===== config.mk =====
export PLATFORM = sky130hd
export DESIGN_NAME = peak_exclusion_zone_selector_unit_flat
export DESIGN_NICKNAME = d
export VERILOG_FILES = /design/src/rtl/pez_pkg.sv /design/src/rtl/pez_ifs.sv /design/src/rtl/pez_ram.sv /design/src/rtl/pez_dist_unit.sv /design/src/rtl/peak_exclusion_zone_selector_unit.sv /design/src/flat_wrapper.sv
export SDC_FILE = /design/constraint.sdc
export NUM_CORES = 2
export LEC_CHECK = 0
export BUFFER_PORTS_ARGS = -buffer_cell sky130_fd_sc_hd__buf_2
export CORE_MARGIN = 3
export CORE_UTILIZATION = 30
export CTS_CLUSTER_SIZE = 8
export DETAILED_ROUTE_END_ITERATION = 6
export PLACE_DENSITY_LB_ADDON = 0.12
export SETUP_SLACK_MARGIN = 0.1
export SYNTH_ARGS = -nofsm -noshare
export SYNTH_HDL_FRONTEND = slang
export SYNTH_SLANG_ARGS = --single-unit

===== constraint.sdc =====
create_clock -name clk -period 12.5 [get_ports clk]
set_input_delay 3.125 -clock clk [delete_from_list [all_inputs] [get_ports clk]]
set_output_delay 3.125 -clock clk [all_outputs]
set_load 0.1 [all_outputs]

===== src/rtl/pez_pkg.sv =====
`default_nettype none

package pez_pkg;

    localparam int POS_W    = 14;
    localparam int PACK_W   = 2 * POS_W;
    localparam int SQ_W     = 2 * POS_W;
    localparam int LIMIT_W  = 24;
    localparam int RADIUS_W = 8;
    localparam int MAXSPK_W = 5;
    localparam int SLOT_W   = 4;
    localparam int KIND_W   = 2;
    localparam int VERD_W   = 2;
    localparam int CFG_IDX_W  = 2;
    localparam int CFG_DATA_W = 8;

    localparam logic [RADIUS_W-1:0] RADIUS_RST = 8'd8;
    localparam logic [MAXSPK_W-1:0] MAXSPK_RST = 5'd16;
    localparam logic                CHECK_RST  = 1'b1;

    typedef enum logic [KIND_W-1:0] {
        KIND_START = 2'd0,
        KIND_LOAD  = 2'd1,
        KIND_CAND  = 2'd2
    } kind_t;

    typedef enum logic [VERD_W-1:0] {
        VERDICT_KEPT        = 2'd0,
        VERDICT_NEAR_ACTIVE = 2'd1,
        VERDICT_NEAR_KEPT   = 2'd2,
        VERDICT_CAP         = 2'd3
    } verdict_t;

    typedef enum logic [CFG_IDX_W-1:0] {
        CFG_RADIUS = 2'd0,
        CFG_MAXSPK = 2'd1,
        CFG_CHECK  = 2'd2
    } cfg_idx_t;

    typedef enum logic [3:0] {
        ST_IDLE,
        ST_LIMIT,
        ST_A_RD,
        ST_A_SQX,
        ST_A_SQY,
        ST_K_RD,
        ST_K_SQX,
        ST_K_SQY,
        ST_DECIDE,
        ST_DONE
    } state_t;

    typedef enum logic [1:0] {
        DOP_NONE,
        DOP_LIMIT,
        DOP_SQX,
        DOP_SQY
    } dist_op_t;

    typedef struct packed {
        dist_op_t            op;
        logic [RADIUS_W-1:0] radius;
        logic [POS_W-1:0]    cand_x;
        logic [POS_W-1:0]    cand_y;
    } dist_ctl_t;

endpackage

`default_nettype wire


===== src/rtl/pez_ifs.sv =====
`default_nettype none

interface pez_item_if;
    logic                      valid;
    logic                      ready;
    logic [pez_pkg::KIND_W-1:0] kind;
    logic [pez_pkg::POS_W-1:0]  x_pos;
    logic [pez_pkg::POS_W-1:0]  y_pos;

    modport source (output valid, kind, x_pos, y_pos, input ready);
    modport sink   (input valid, kind, x_pos, y_pos, output ready);
endinterface

interface pez_result_if;
    logic                       valid;
    logic                       ready;
    logic                       accepted;
    logic [pez_pkg::SLOT_W-1:0] slot;
    logic [pez_pkg::VERD_W-1:0] verdict;

    modport source (output valid, accepted, slot, verdict, input ready);
    modport sink   (input valid, accepted, slot, verdict, output ready);
endinterface

interface pez_cfg_if;
    logic                           valid;
    logic                           ready;
    logic [pez_pkg::CFG_IDX_W-1:0]  index;
    logic [pez_pkg::CFG_DATA_W-1:0] data;

    modport source (output valid, index, data, input ready);
    modport sink   (input valid, index, data, output ready);
endinterface

`default_nettype wire


===== src/rtl/pez_ram.sv =====
`default_nettype none

module pez_ram #(
    parameter int WIDTH = 28,
    parameter int DEPTH = 16,
    localparam int ADDR_W = (DEPTH > 1) ? $clog2(DEPTH) : 1
) (
    input  wire logic                    clk,
    input  wire logic                    we,
    input  wire logic [ADDR_W-1:0]       waddr,
    input  wire logic [WIDTH-1:0]        wdata,
    input  wire logic                    re,
    input  wire logic [ADDR_W-1:0]       raddr,
    output logic      [WIDTH-1:0]        rdata
);

    logic [WIDTH-1:0] mem [DEPTH];

    always_ff @(posedge clk)
    begin
        if (we)
        begin
            mem[waddr] <= wdata;
        end
        if (re)
        begin
            rdata <= mem[raddr];
        end
    end

endmodule

`default_nettype wire


===== src/rtl/pez_dist_unit.sv =====
`default_nettype none

// One squarer, shared between the radius limit, dx and dy.
module pez_dist_unit (
    input  wire logic                             clk,
    input  wire pez_pkg::dist_ctl_t               ctl,
    input  wire logic [pez_pkg::PACK_W-1:0]       stored,
    output logic                                  near
);

    logic [pez_pkg::POS_W-1:0]   px;
    logic [pez_pkg::POS_W-1:0]   py;
    logic [pez_pkg::POS_W-1:0]   dx;
    logic [pez_pkg::POS_W-1:0]   dy;
    logic [pez_pkg::POS_W-1:0]   operand;
    logic [pez_pkg::SQ_W-1:0]    square;
    logic [pez_pkg::SQ_W:0]      dist_sum;
    logic [pez_pkg::LIMIT_W-1:0] limit_reg;
    logic [pez_pkg::LIMIT_W-1:0] limit_next;
    logic [pez_pkg::SQ_W-1:0]    sqx_reg;
    logic [pez_pkg::SQ_W-1:0]    sqx_next;

    assign px = stored[pez_pkg::POS_W-1:0];
    assign py = stored[pez_pkg::PACK_W-1:pez_pkg::POS_W];
    assign dx = (px > ctl.cand_x) ? (px - ctl.cand_x) : (ctl.cand_x - px);
    assign dy = (py > ctl.cand_y) ? (py - ctl.cand_y) : (ctl.cand_y - py);

    always_comb
    begin
        unique case (ctl.op)
            pez_pkg::DOP_LIMIT: operand = {2'b00, ctl.radius, 4'b0000};
            pez_pkg::DOP_SQX:   operand = dx;
            pez_pkg::DOP_SQY:   operand = dy;
            default:            operand = '0;
        endcase
    end

    assign square   = operand * operand;
    assign dist_sum = {1'b0, sqx_reg} + {1'b0, square};
    assign near     = (ctl.op == pez_pkg::DOP_SQY) &&
                      (dist_sum <= (pez_pkg::SQ_W + 1)'(limit_reg));

    assign limit_next = (ctl.op == pez_pkg::DOP_LIMIT) ? square[pez_pkg::LIMIT_W-1:0]
                                                       : limit_reg;
    assign sqx_next   = (ctl.op == pez_pkg::DOP_SQX) ? square : sqx_reg;

    always_ff @(posedge clk)
    begin
        limit_reg <= limit_next;
        sqx_reg   <= sqx_next;
    end

endmodule

`default_nettype wire


===== src/rtl/peak_exclusion_zone_selector_unit.sv =====
// Start-frame and load beats leave the unit idle, so ready stays high for them.
// A candidate beat holds ready low while its active and kept entries are tested;
// its result is valid from the edge that raises ready.
// Each stored position passes a read, a dx and a dy state, the last two on one shared squarer;
// a near hit skips the decision state, and a result not yet taken stalls the done state.
// Reset clears both totals and loads the registers with 8, 16 and 1; stores are not cleared.
`default_nettype none

module peak_exclusion_zone_selector_unit #(
    parameter int ACTIVE_DEPTH = 16,
    parameter int KEPT_DEPTH   = 16
) (
    input  wire logic     clk,
    input  wire logic     rst_n,
    pez_item_if.sink      item,
    pez_result_if.source  result,
    pez_cfg_if.sink       cfg
);

    localparam int ATW   = $clog2(ACTIVE_DEPTH + 1);
    localparam int KTW   = $clog2(KEPT_DEPTH + 1);
    localparam int AAW   = (ACTIVE_DEPTH > 1) ? $clog2(ACTIVE_DEPTH) : 1;
    localparam int KAW   = (KEPT_DEPTH > 1) ? $clog2(KEPT_DEPTH) : 1;
    localparam int IW    = (ATW > KTW) ? ATW : KTW;
    localparam int SLW   = (KTW > pez_pkg::SLOT_W) ? KTW : pez_pkg::SLOT_W;
    localparam int CAP_W0 = (ATW > KTW) ? ATW : KTW;
    localparam int CAP_W = (CAP_W0 > pez_pkg::MAXSPK_W) ? CAP_W0 : pez_pkg::MAXSPK_W;

    pez_pkg::state_t state_reg;
    pez_pkg::state_t state_next;

    logic [IW-1:0]                 idx_reg;
    logic [IW-1:0]                 idx_next;
    logic [IW-1:0]                 idx_inc;
    logic [ATW-1:0]                active_total_reg;
    logic [ATW-1:0]                active_total_next;
    logic [KTW-1:0]                kept_total_reg;
    logic [KTW-1:0]                kept_total_next;
    logic [pez_pkg::RADIUS_W-1:0]  radius_reg;
    logic [pez_pkg::MAXSPK_W-1:0]  max_spk_reg;
    logic                          check_reg;
    logic                          out_valid_reg;
    logic                          out_valid_next;

    logic [pez_pkg::POS_W-1:0]     cand_x_reg;
    logic [pez_pkg::POS_W-1:0]     cand_y_reg;
    pez_pkg::verdict_t             verdict_reg;
    pez_pkg::verdict_t             verdict_next;
    logic [pez_pkg::SLOT_W-1:0]    slot_reg;
    logic [pez_pkg::SLOT_W-1:0]    slot_next;
    logic                          out_accepted_reg;
    logic [pez_pkg::SLOT_W-1:0]    out_slot_reg;
    pez_pkg::verdict_t             out_verdict_reg;
    logic                          load_out;

    logic                          item_acc;
    pez_pkg::kind_t                item_kind;
    logic                          act_we;
    logic                          kept_we;
    logic [pez_pkg::PACK_W-1:0]    act_rdata;
    logic [pez_pkg::PACK_W-1:0]    kept_rdata;
    logic [pez_pkg::PACK_W-1:0]    stored;
    pez_pkg::dist_ctl_t            dctl;
    logic                          near;

    logic [SLW-1:0]                kept_ext;
    logic [CAP_W-1:0]              ms_ext;
    logic [CAP_W-1:0]              at_ext;
    logic [CAP_W-1:0]              cap_a;
    logic [CAP_W-1:0]              cap;
    logic                          cap_full;

    assign item.ready = (state_reg == pez_pkg::ST_IDLE);
    assign item_acc   = item.valid && item.ready;
    assign item_kind  = pez_pkg::kind_t'(item.kind);
    assign cfg.ready  = 1'b1;

    assign idx_inc  = idx_reg + 1'b1;
    assign kept_ext = SLW'(kept_total_reg);

    assign ms_ext   = CAP_W'(max_spk_reg);
    assign at_ext   = check_reg ? CAP_W'(active_total_reg) : '0;
    assign cap_a    = (ms_ext > at_ext) ? (ms_ext - at_ext) : '0;
    assign cap      = (cap_a > CAP_W'(KEPT_DEPTH)) ? CAP_W'(KEPT_DEPTH) : cap_a;
    assign cap_full = (CAP_W'(kept_total_reg) >= cap);

    assign act_we  = item_acc && (item_kind == pez_pkg::KIND_LOAD) &&
                     (active_total_reg < ATW'(ACTIVE_DEPTH));
    assign kept_we = (state_reg == pez_pkg::ST_DECIDE) && !cap_full;

    pez_ram #(
        .WIDTH (pez_pkg::PACK_W),
        .DEPTH (ACTIVE_DEPTH)
    ) u_active_ram (
        .clk   (clk),
        .we    (act_we),
        .waddr (active_total_reg[AAW-1:0]),
        .wdata ({item.y_pos, item.x_pos}),
        .re    (state_reg == pez_pkg::ST_A_RD),
        .raddr (idx_reg[AAW-1:0]),
        .rdata (act_rdata)
    );

    pez_ram #(
        .WIDTH (pez_pkg::PACK_W),
        .DEPTH (KEPT_DEPTH)
    ) u_kept_ram (
        .clk   (clk),
        .we    (kept_we),
        .waddr (kept_total_reg[KAW-1:0]),
        .wdata ({cand_y_reg, cand_x_reg}),
        .re    (state_reg == pez_pkg::ST_K_RD),
        .raddr (idx_reg[KAW-1:0]),
        .rdata (kept_rdata)
    );

    assign stored = ((state_reg == pez_pkg::ST_A_SQX) || (state_reg == pez_pkg::ST_A_SQY))
                    ? act_rdata : kept_rdata;

    always_comb
    begin
        dctl.radius = radius_reg;
        dctl.cand_x = cand_x_reg;
        dctl.cand_y = cand_y_reg;
        unique case (state_reg)
            pez_pkg::ST_LIMIT:                     dctl.op = pez_pkg::DOP_LIMIT;
            pez_pkg::ST_A_SQX, pez_pkg::ST_K_SQX:  dctl.op = pez_pkg::DOP_SQX;
            pez_pkg::ST_A_SQY, pez_pkg::ST_K_SQY:  dctl.op = pez_pkg::DOP_SQY;
            default:                               dctl.op = pez_pkg::DOP_NONE;
        endcase
    end

    pez_dist_unit u_dist (
        .clk    (clk),
        .ctl    (dctl),
        .stored (stored),
        .near   (near)
    );

    always_comb
    begin
        state_next        = state_reg;
        idx_next          = idx_reg;
        active_total_next = active_total_reg;
        kept_total_next   = kept_total_reg;
        verdict_next      = verdict_reg;
        slot_next         = slot_reg;
        load_out          = 1'b0;
        out_valid_next    = out_valid_reg && !result.ready;

        unique case (state_reg)
            pez_pkg::ST_IDLE:
            begin
                if (item_acc)
                begin
                    unique case (item_kind)
                        pez_pkg::KIND_START:
                        begin
                            active_total_next = '0;
                            kept_total_next   = '0;
                        end
                        pez_pkg::KIND_LOAD:
                        begin
                            if (act_we)
                            begin
                                active_total_next = active_total_reg + 1'b1;
                            end
                        end
                        pez_pkg::KIND_CAND:
                        begin
                            state_next = pez_pkg::ST_LIMIT;
                        end
                        default:
                        begin
                            state_next = pez_pkg::ST_IDLE;
                        end
                    endcase
                end
            end
            pez_pkg::ST_LIMIT:
            begin
                idx_next     = '0;
                verdict_next = pez_pkg::VERDICT_KEPT;
                slot_next    = '0;
                if (check_reg && (active_total_reg != '0))
                begin
                    state_next = pez_pkg::ST_A_RD;
                end
                else if (kept_total_reg != '0)
                begin
                    state_next = pez_pkg::ST_K_RD;
                end
                else
                begin
                    state_next = pez_pkg::ST_DECIDE;
                end
            end
            pez_pkg::ST_A_RD:
            begin
                state_next = pez_pkg::ST_A_SQX;
            end
            pez_pkg::ST_A_SQX:
            begin
                state_next = pez_pkg::ST_A_SQY;
            end
            pez_pkg::ST_A_SQY:
            begin
                idx_next = idx_inc;
                if (near)
                begin
                    verdict_next = pez_pkg::VERDICT_NEAR_ACTIVE;
                    state_next   = pez_pkg::ST_DONE;
                end
                else if (idx_inc != IW'(active_total_reg))
                begin
                    state_next = pez_pkg::ST_A_RD;
                end
                else if (kept_total_reg != '0)
                begin
                    idx_next   = '0;
                    state_next = pez_pkg::ST_K_RD;
                end
                else
                begin
                    state_next = pez_pkg::ST_DECIDE;
                end
            end
            pez_pkg::ST_K_RD:
            begin
                state_next = pez_pkg::ST_K_SQX;
            end
            pez_pkg::ST_K_SQX:
            begin
                state_next = pez_pkg::ST_K_SQY;
            end
            pez_pkg::ST_K_SQY:
            begin
                idx_next = idx_inc;
                if (near)
                begin
                    verdict_next = pez_pkg::VERDICT_NEAR_KEPT;
                    state_next   = pez_pkg::ST_DONE;
                end
                else if (idx_inc != IW'(kept_total_reg))
                begin
                    state_next = pez_pkg::ST_K_RD;
                end
                else
                begin
                    state_next = pez_pkg::ST_DECIDE;
                end
            end
            pez_pkg::ST_DECIDE:
            begin
                state_next = pez_pkg::ST_DONE;
                if (cap_full)
                begin
                    verdict_next = pez_pkg::VERDICT_CAP;
                end
                else
                begin
                    slot_next       = kept_ext[pez_pkg::SLOT_W-1:0];
                    kept_total_next = kept_total_reg + 1'b1;
                end
            end
            pez_pkg::ST_DONE:
            begin
                if (!out_valid_reg || result.ready)
                begin
                    load_out       = 1'b1;
                    out_valid_next = 1'b1;
                    state_next     = pez_pkg::ST_IDLE;
                end
            end
            default:
            begin
                state_next = pez_pkg::ST_IDLE;
            end
        endcase
    end

    always_ff @(posedge clk or negedge rst_n)
    begin
        if (!rst_n)
        begin
            state_reg <= pez_pkg::ST_IDLE;
        end
        else
        begin
            state_reg <= state_next;
        end
    end

    always_ff @(posedge clk or negedge rst_n)
    begin
        if (!rst_n)
        begin
            idx_reg          <= '0;
            active_total_reg <= '0;
            kept_total_reg   <= '0;
            out_valid_reg    <= 1'b0;
            radius_reg       <= pez_pkg::RADIUS_RST;
            max_spk_reg      <= pez_pkg::MAXSPK_RST;
            check_reg        <= pez_pkg::CHECK_RST;
        end
        else
        begin
            idx_reg          <= idx_next;
            active_total_reg <= active_total_next;
            kept_total_reg   <= kept_total_next;
            out_valid_reg    <= out_valid_next;
            if (cfg.valid && cfg.ready)
            begin
                unique case (pez_pkg::cfg_idx_t'(cfg.index))
                    pez_pkg::CFG_RADIUS: radius_reg  <= cfg.data;
                    pez_pkg::CFG_MAXSPK: max_spk_reg <= cfg.data[pez_pkg::MAXSPK_W-1:0];
                    pez_pkg::CFG_CHECK:  check_reg   <= cfg.data[0];
                    default:             radius_reg  <= radius_reg;
                endcase
            end
        end
    end

    always_ff @(posedge clk)
    begin
        verdict_reg <= verdict_next;
        slot_reg    <= slot_next;
        if (item_acc)
        begin
            cand_x_reg <= item.x_pos;
            cand_y_reg <= item.y_pos;
        end
        if (load_out)
        begin
            out_accepted_reg <= (verdict_reg == pez_pkg::VERDICT_KEPT);
            out_slot_reg     <= slot_reg;
            out_verdict_reg  <= verdict_reg;
        end
    end

    assign result.valid    = out_valid_reg;
    assign result.accepted = out_accepted_reg;
    assign result.slot     = out_slot_reg;
    assign result.verdict  = out_verdict_reg;

    // The totals never pass the depth of their stores.
    a_kept_bound: assert property (@(posedge clk) disable iff (!rst_n)
        kept_total_reg <= KTW'(KEPT_DEPTH))
        else $error("kept total beyond store depth");

    a_active_bound: assert property (@(posedge clk) disable iff (!rst_n)
        active_total_reg <= ATW'(ACTIVE_DEPTH))
        else $error("active total beyond store depth");

    // A kept beat carries the kept verdict; a rejected one carries slot zero.
    a_kept_verdict: assert property (@(posedge clk) disable iff (!rst_n)
        (result.valid && result.accepted) |-> (result.verdict == pez_pkg::VERDICT_KEPT))
        else $error("kept beat with a rejecting verdict");

    a_reject_slot: assert property (@(posedge clk) disable iff (!rst_n)
        (result.valid && !result.accepted) |->
        ((result.slot == '0) && (result.verdict != pez_pkg::VERDICT_KEPT)))
        else $error("rejected beat with a slot or kept verdict");

    // The kept total moves only on a decision or on a start of frame.
    a_kept_stable: assert property (@(posedge clk) disable iff (!rst_n)
        ((state_reg != pez_pkg::ST_DECIDE) && !item_acc) |=> $stable(kept_total_reg))
        else $error("kept total changed outside a decision");

endmodule

`default_nettype wire

===== src/flat_wrapper.sv =====
// flat-port wrapper written by rule: the top's interface ports become plain ports
module peak_exclusion_zone_selector_unit_flat 
#(
    parameter int ACTIVE_DEPTH = 16,
    parameter int KEPT_DEPTH   = 16
)
  (clk, rst_n, item_valid, item_kind, item_x_pos, item_y_pos, item_ready, result_valid, result_accepted, result_slot, result_verdict, result_ready, cfg_valid, cfg_index, cfg_data, cfg_ready);
  pez_item_if item_i ();
  pez_result_if result_i ();
  pez_cfg_if cfg_i ();
  input  wire logic clk;
  input  wire logic rst_n;
  input wire logic [$bits(item_i.valid)-1:0] item_valid;
  input wire logic [$bits(item_i.kind)-1:0] item_kind;
  input wire logic [$bits(item_i.x_pos)-1:0] item_x_pos;
  input wire logic [$bits(item_i.y_pos)-1:0] item_y_pos;
  output wire logic [$bits(item_i.ready)-1:0] item_ready;
  output wire logic [$bits(result_i.valid)-1:0] result_valid;
  output wire logic [$bits(result_i.accepted)-1:0] result_accepted;
  output wire logic [$bits(result_i.slot)-1:0] result_slot;
  output wire logic [$bits(result_i.verdict)-1:0] result_verdict;
  input wire logic [$bits(result_i.ready)-1:0] result_ready;
  input wire logic [$bits(cfg_i.valid)-1:0] cfg_valid;
  input wire logic [$bits(cfg_i.index)-1:0] cfg_index;
  input wire logic [$bits(cfg_i.data)-1:0] cfg_data;
  output wire logic [$bits(cfg_i.ready)-1:0] cfg_ready;
  assign item_i.valid = item_valid;
  assign item_i.kind = item_kind;
  assign item_i.x_pos = item_x_pos;
  assign item_i.y_pos = item_y_pos;
  assign item_ready = item_i.ready;
  assign result_valid = result_i.valid;
  assign result_accepted = result_i.accepted;
  assign result_slot = result_i.slot;
  assign result_verdict = result_i.verdict;
  assign result_i.ready = result_ready;
  assign cfg_i.valid = cfg_valid;
  assign cfg_i.index = cfg_index;
  assign cfg_i.data = cfg_data;
  assign cfg_ready = cfg_i.ready;
  peak_exclusion_zone_selector_unit #(.ACTIVE_DEPTH(ACTIVE_DEPTH), .KEPT_DEPTH(KEPT_DEPTH)) u_core (.clk(clk), .rst_n(rst_n), .item(item_i), .result(result_i), .cfg(cfg_i));
endmodule

Word level (Yosys, flattened, before mapping)
Memory sizes are Yosys's and may differ from the RTL's. A register that Yosys moved wholly into a read port is not among the register bits.
Index checks and enable logic that the tools add are counted.
{"block": "word_totals", "wordCells": 139, "mem_count": 2, "regBits": 127, "rom_bits": 0, "latchBits": 0, "output_inout_bits": 10, "ramBits": 896, "in_bits": 45}
{"block": "classes", "div": 0, "n_eq_ne": 27, "bitwise_logic": 0, "shift": 0, "n_lt_le_gt_ge": 7, "addsub": 9, "mux": 42, "reduce_logical": 34, "n_mul": 1}
{"memory": "u_core.u_active_ram.mem", "words": 16, "width": 28, "read_ports": 1, "rd_ports_with_merged_regs": 1, "wr": 1, "line": "pez_ram.sv:17", "rtl": "logic [WIDTH-1:0] mem [DEPTH];"}
{"memory": "u_core.u_kept_ram.mem", "words": 16, "width": 28, "read_ports": 1, "rd_ports_with_merged_regs": 1, "wr": 1, "line": "pez_ram.sv:17"}
{"op": "subtractor 14 bit", "count": 4}
{"op": "2-to-1 mux 5 bit", "count": 10}
{"op": "case mux 14 bit (3 select lines)", "count": 1}
{"op": "case mux 4 bit (10 select lines)", "count": 1}
{"op": "2-to-1 mux 4 bit", "count": 9}
{"op": "adder 28 x 28 -> 29 bit", "count": 1}
{"op": "less-or-equal comparator 29 x 24 -> 1 bit", "count": 1}
{"op": "> comparator 14 bit", "count": 2}
{"op": "multiplier 14 x 14 -> 28 bit", "count": 1}
{"op": "2-to-1 mux 14 bit", "count": 2}
{"op": "2-to-1 mux 28 bit", "count": 1}
{"op": "case mux 5 bit (2 select lines)", "count": 2}
{"op": "equality test 4 x 3 -> 1 bit (second input constant)", "count": 4}
{"op": "case mux 4 bit (2 select lines)", "count": 2}
{"op": "adder 5 x 1 -> 5 bit (second input constant)", "count": 3}
{"op": "case mux 5 bit (3 select lines)", "count": 1}
{"op": "AND reduction 4 bit", "count": 3}
{"op": "inequality test 2 x 1 -> 1 bit (second input constant)", "count": 5}
{"op": "inequality test 5 bit", "count": 2}
{"op": "nonzero test 5 bit", "count": 2}
{"op": "equality test 2 bit (second input constant)", "count": 4}
{"op": "equality test 4 x 2 -> 1 bit (second input constant)", "count": 2}
{"op": "equality test 4 bit (second input constant)", "count": 2}
{"op": "2-to-1 mux 1 bit", "count": 8}
{"op": "22 further kinds", "count": 47}

Logic depth before layout (Yosys ltp)
{"block": "logic_depth", "word_depth": 12, "ltp_mapped": 64, "ltp_nobuf": 58}

By module
Synthesis repeated with hierarchy kept, for this count alone.
{"block": "hier_totals", "hier_cells": 3167, "area_unflattened_um2": 51416.8}
{"mod": "pez_ram", "seq_area_each_um2": 14293.7, "area_each_um2": 17803.3, "cells_each": 735, "instances": 2}
{"mod": "pez_dist_unit", "seq_area_each_um2": 1501.4, "area_each_um2": 11777.5, "cells_each": 1361, "instances": 1}
{"mod": "peak_exclusion_zone_selector_unit", "seq_area_each_um2": 2085.8, "area_each_um2": 4032.6, "cells_each": 336, "instances": 1}

Worst setup path before layout
OpenSTA, ideal clock, no wires.
{"block": "synth_timing", "kind": "register to register", "startpoint": "reg u_core.state_reg[2]", "endpoint": "reg u_core.verdict_reg[0] (enable)", "required_ns": 12.190, "setup_ns": 0.310, "path_buffers": 4, "arrival_time_ns": 13.375, "period_less_slack_ns": 13.685, "stages_incl_launch_ff": 56, "slack_ns": -1.185, "path_cell_list": "dfrtp_1 buf_1 nor2_1 a21oi_1 nor2_1 clkbuf_1 mux2_2 ha_1 nand4_2 or3_1 mux2_2 nand2_1 mux2_2 a31oi_1 xnor2_1 a221oi_1 inv_2 buf_2 [20 not listed] ha_1 and3_1 o2111ai_1 and2_1 o21ai_0 a21oi_1 xnor2_1 ha_1 and4_1 nand4_1 or4_1 a2111o_1 a2111oi_0 o2111ai_1 and4b_1 clkbuf_1 nor3_1 nor2_1"}
{"block": "synth_via", "elab_chain_cells": 12, "word_cells_on_any_way": 32, "cone_classes": "add/sub: 5; mul: 1; order compare: 3; eq/ne: 12; mux: 5; reduce/logical: 6"}
{"element": "start, declared", "line": "peak_exclusion_zone_selector_unit.sv:29", "rtl": "pez_pkg::state_t state_reg;"}
{"element": "start signal, assigned", "line": "peak_exclusion_zone_selector_unit.sv:286", "rtl": "state_reg <= pez_pkg::ST_IDLE;"}
{"element": "start signal, assigned", "line": "peak_exclusion_zone_selector_unit.sv:290", "rtl": "state_reg <= state_next;"}
{"element": "equality test 4 x 2 -> 1 bit / equality test 4 x 3 -> 1 bit (equally long branches)", "line": "peak_exclusion_zone_selector_unit.sv:117, peak_exclusion_zone_selector_unit.sv:125"}
{"element": "logical OR 1 bit", "line": "peak_exclusion_zone_selector_unit.sv:117", "rtl": "assign stored = ((state_reg == pez_pkg::ST_A_SQX) || (state_reg == pez_pkg::ST_A_SQY))"}
{"element": "2-to-1 mux 28 bit", "line": "peak_exclusion_zone_selector_unit.sv:118", "rtl": "? act_rdata : kept_rdata;"}
{"element": "subtractor 14 bit (tied with other cells)", "line": "pez_dist_unit.sv:26", "rtl": "assign dy = (py > ctl.cand_y) ? (py - ctl.cand_y) : (ctl.cand_y - py);"}
{"element": "2-to-1 mux 14 bit, on equally long branches", "line": "pez_dist_unit.sv:26, pez_dist_unit.sv:25"}
{"element": "case mux 14 bit (3 select lines) (*)", "line": "pez_dist_unit.sv:30", "rtl": "unique case (ctl.op)"}
{"element": "multiplier 14 x 14 -> 28 bit (*)", "line": "pez_dist_unit.sv:38", "rtl": "assign square = operand * operand;"}
{"element": "named net u_core.u_dist.square, one bit", "line": "pez_dist_unit.sv:16", "rtl": "logic [pez_pkg::SQ_W-1:0] square;"}
{"element": "adder 28 x 28 -> 29 bit (*)", "line": "pez_dist_unit.sv:39", "rtl": "assign dist_sum = {1'b0, sqx_reg} + {1'b0, square};"}
{"element": "less-or-equal comparator 29 x 24 -> 1 bit (*)", "line": "pez_dist_unit.sv:41", "rtl": "(dist_sum <= (pez_pkg::SQ_W + 1)'(limit_reg));"}
{"element": "logical AND 1 bit (*)", "line": "pez_dist_unit.sv:40", "rtl": "assign near = (ctl.op == pez_pkg::DOP_SQY) &&"}
{"element": "inequality test 2 x 1 -> 1 bit (no line)"}
{"element": "AND reduction 4 bit (no line) (*)"}
{"element": "end signal, assigned", "line": "peak_exclusion_zone_selector_unit.sv:326", "rtl": "verdict_reg <= verdict_next;"}
{"element": "end, declared", "line": "peak_exclusion_zone_selector_unit.sv:47", "rtl": "pez_pkg::verdict_t verdict_reg;"}
Mark *: on every way through the listed nets, which the timed path passes. The rest lies on a longest branch.
A chain may end at the register's enable or synchronous reset.

Worst setup path after layout
{"block": "layout_timing", "startpoint": "reg u_core.state_reg[1]", "endpoint": "reg u_core.verdict_reg[1] (enable)"}
Same word-level chain as after synthesis.

==> summary.md <==
| Metric | Value |
|---|---|
| Arrival time of the worst setup path | 13180 ps |
| TNS Setup | -893.3 ps |
| Clk_lat worst skew | 810 ps |
| FF+latch area | 0.03219 mm² |
| Total clock sinks | 1077 |
| Cells after Synth | 3049 |
| Avg WL per Cell | 25.11 µm |
| First-pass GRT wire length | 212.5 mm |
| Top cell by count, worst path | fa_1 |
| RR Startpoint | u_core.state_reg[1] |
| FF-to-FF path depth | 53 |
| Number of hold buffers added after cts | 0 |
| Slowest cell delay on critical path | 600 ps |
| Multi-input logic area | 0.01850 mm² |
| Pleak | 22.33 nW |
| RSZ-0062 raised after global routing | yes |
| Reg2reg end | u_core.verdict_reg[1] |
| EDFF count, synth | 1043 |
| Most frequent cells in the layout | edfxtp_1 (1043), buf_4 (366), mux4_2 (280) |
| Final WL | 144.5 mm |
| Core Area | 0.1683 mm² |
| Biggest regs | u_core.u_active_ram.mem x448, u_core.u_kept_ram.mem x448 |
| Commonest non-fill, non-tap cell in the layout | edfxtp_1 |
| Setup violators final | 10 |
| Residual DRC count | 0 |
| Tot GR Track Use | 16.65% |
| Sequential area share after synthesis | 62.88% |
| Routability cong. | 0.8306 |
| Dominant synthesized flop cell | edfxtp_1 |
| CTS buffer count | 154 |
| Top fanout value on the critical path | 8 |
| 1st-pass router iterations | 5 |
| Die height | 419 µm |
| H-tree lvl count | 4 |
| I/O pins | 55 |
| Die ar. | 0.1756 mm² |
| Pre-CTS setup slack | -679.6 ps |
| Max Freq | 0.07884 GHz |
| Die X | 419 µm |
| Power Density | 186.0 mW/mm² |
| Worst Slack Setup Final | -184.0 ps |
| Share of layout cells above drive strength 1 | 31.44% |
| # rows | 150 |
| Layout Skew | 63.41 ps |
| Yosys Warn Count | 0 |
| P&R area growth vs syn | 21.22% |
| Max clock buf depth | 3 |
| R2R Setup Slk | -180 ps |
| Distinct cells, synth | 90 |
| Endpoints failing hold | 0 |
| Synth Area per Inst | 16.78 µm² |
| Clock Tree Root | clkbuf_16 |
| Critical Path Sink Type | flop |
| CTS tree | yes |
| Setup crit start | u_core.state_reg[1] |
| Grt ovf | 0 |
| CP Class | reg -> reg |
| Vias/cell | 4.921 |
| Maximum capacitance violations | 0 |
| PortBufs | 53 |
| Initial antenna violation count | 10 |
| Number of global-route vias before repair | 30857 |
| Clock slew seen by the registers of the worst setup and hold paths | 50 ps |
| Post-route clock period utilization | 101.5% |
| CP required | 13000 ps |
| Starting DRC count in detailed routing | 1784 |
| Initial Utilization | 30.40% |
| Critical Path Slowest Stage Cell | fa_1 |
| Slew headroom | 20.53% |
| Failing checks | setup timing |
| DP HPWL | 91.38 mm |
| Max-slew violation count | 0 |
| #FFs+latches synth | 1077 |
| Count of filler cells inserted in the layout | 15654 |
| Netlist Area Pre-Place | 0.05117 mm² |
| Slew @ Worst Pin | 1190 ps |
| Hold Path Class | reg -> reg |
| Largest net degree at the start of global routing | 108 |
| Nets | 3891 |
| Syn nets | 3424 |
| CP Capture Point | u_core.verdict_reg[1] |
| Number of routed nets with antenna violations | 0 |
| Maximum VDD drop | 0.0001476 V |
| Crit start category | flop |
| Async SR Flop Fraction | 3.157% |
| Fin crit period | 12680 ps |
| DR vias | 28328 |
| Status | finished, violations left |
Yosys cell counts, types with 7 or more instances:
library cell / instances / area share, %
and3_1: 18 / 0.22
dfrtp_1: 31 / 1.5
buf_1: 29 / 0.21
xnor2_1: 55 / 0.94
nor3b_1: 9 / 0.13
mux2i_1: 10 / 0.20
xor2_1: 35 / 0.60
mux2_2: 48 / 1.1
clkbuf_1: 73 / 0.54
nor2_1: 118 / 0.87
a211oi_1: 15 / 0.22
o21a_1: 13 / 0.19
nand2_1: 138 / 1.0
o21bai_1: 15 / 0.22
edfxtp_1: 1043 / 61
a21o_1: 40 / 0.59
nand3b_1: 7 / 0.10
o211ai_1: 7 / 0.10
and2_1: 45 / 0.55
buf_2: 17 / 0.17
mux4_2: 280 / 12
o31ai_1: 10 / 0.15
fa_1: 122 / 4.8
nor2b_1: 16 / 0.20
o21ai_0: 78 / 0.76
ha_1: 208 / 5.1
nand2b_1: 33 / 0.40
inv_1: 246 / 1.8
nand3_1: 25 / 0.24
a21oi_1: 93 / 0.91
nor3_1: 28 / 0.27
a31oi_1: 9 / 0.11
nand4_1: 12 / 0.15
kinds of logic (layout without fill, tap and decap cells):
| kind of cell | count (synthesis) | in the layout | share of synthesized area, % |
|---|---|---|---|
| buffers and inverters | 373 | 871 | 2.814 |
| other | 1 | 6 | 0.007328 |
| DFF | 1077 | 1077 | 62.88 |
| muxes | 338 | 338 | 13.58 |
| and+or+nand+nor | 479 | 479 | 4.612 |
| xor gates and xnor gates | 90 | 90 | 1.540 |
| AOI/OAI and AO/OA | 361 | 361 | 4.714 |
| adders and majority gates | 330 | 330 | 9.859 |
where the power goes:
part | total (W) | switching [W] | internal [W]
logic | 0.00332 | 0.00183 | 0.00149
clock network | 0.00380 | 0.00156 | 0.00224
registers | 0.00441 | 0.000136 | 0.00427
total | 0.0115 | 0.00353 | 0.00801
worst max-delay path, delay by kind of cell, from the launching register on:
kind | cells | cell delay [ps]
adders and majority gates | 10 | 4150
and+or+nand+nor | 16 | 2760
AOI/OAI and AO/OA | 13 | 2710
buffers and inverters | 9 | 1030
muxes | 2 | 720
xor gates and xnor gates | 3 | 520
DFF | 1 | 440
per-layer routing:
metal | track usage (%) | part of all wire (%) | up-vias
met5 | 0 | 0.019 | -
met4 | 4.890 | 2.4 | 4
met3 | 2.681 | 3.5 | 205
met2 | 28.74 | 50 | 481
met1 | 21.56 | 44 | 15008
li1 | - | - | 12630
metrics by stage:
stage	utilization [%]	std cells	hold slack, ps	power, W	area, µm²
2_1_floorplan	-	3049	400.3	0.006347	51700
3_3_place_gp	33.82	5537	424.0	0.007649	56930
3_5_place_dp	33.82	5537	407.2	0.007681	56930
4_1_cts	36.76	5749	427.2	0.01169	61890
5_1_grt	36.84	5752	439.4	0.01216	62020
6_report	36.85	5756	425.4	0.01154	62030
worst min path at each step:
stage,cells after the start,startpoint,end,slack [ps]
after floorplan,0,u_core.slot_reg[0],u_core.result.slot[0],400
after global placement,0,u_core.slot_reg[2],u_core.result.slot[2],420
after detailed placement,0,u_core.slot_reg[1],u_core.result.slot[1],410
after CTS,0,u_core.slot_reg[3],u_core.result.slot[3],430
after global routing,0,u_core.slot_reg[1],u_core.result.slot[1],440
final,0,u_core.slot_reg[1],u_core.result.slot[1],430
layout make-up:
type / instances / area share (%)
antenna: 5 / 0.02017
clock buffer: 169 / 6.368
clock inverter: 18 / 0.6777
inverter: 250 / 1.517
multi-input combinational: 1599 / 29.82
sequential: 1077 / 51.90
tap: 2204 / 4.446
timing repair buffer: 434 / 5.249
timing repair:
item,4_1_cts,5_1_grt
pin swaps,42,16
buffers inserted,25,2
resized for setup,82,23
endpoints found under the setup margin,11,11
Note: power is estimated with default switching activity, not from simulation.
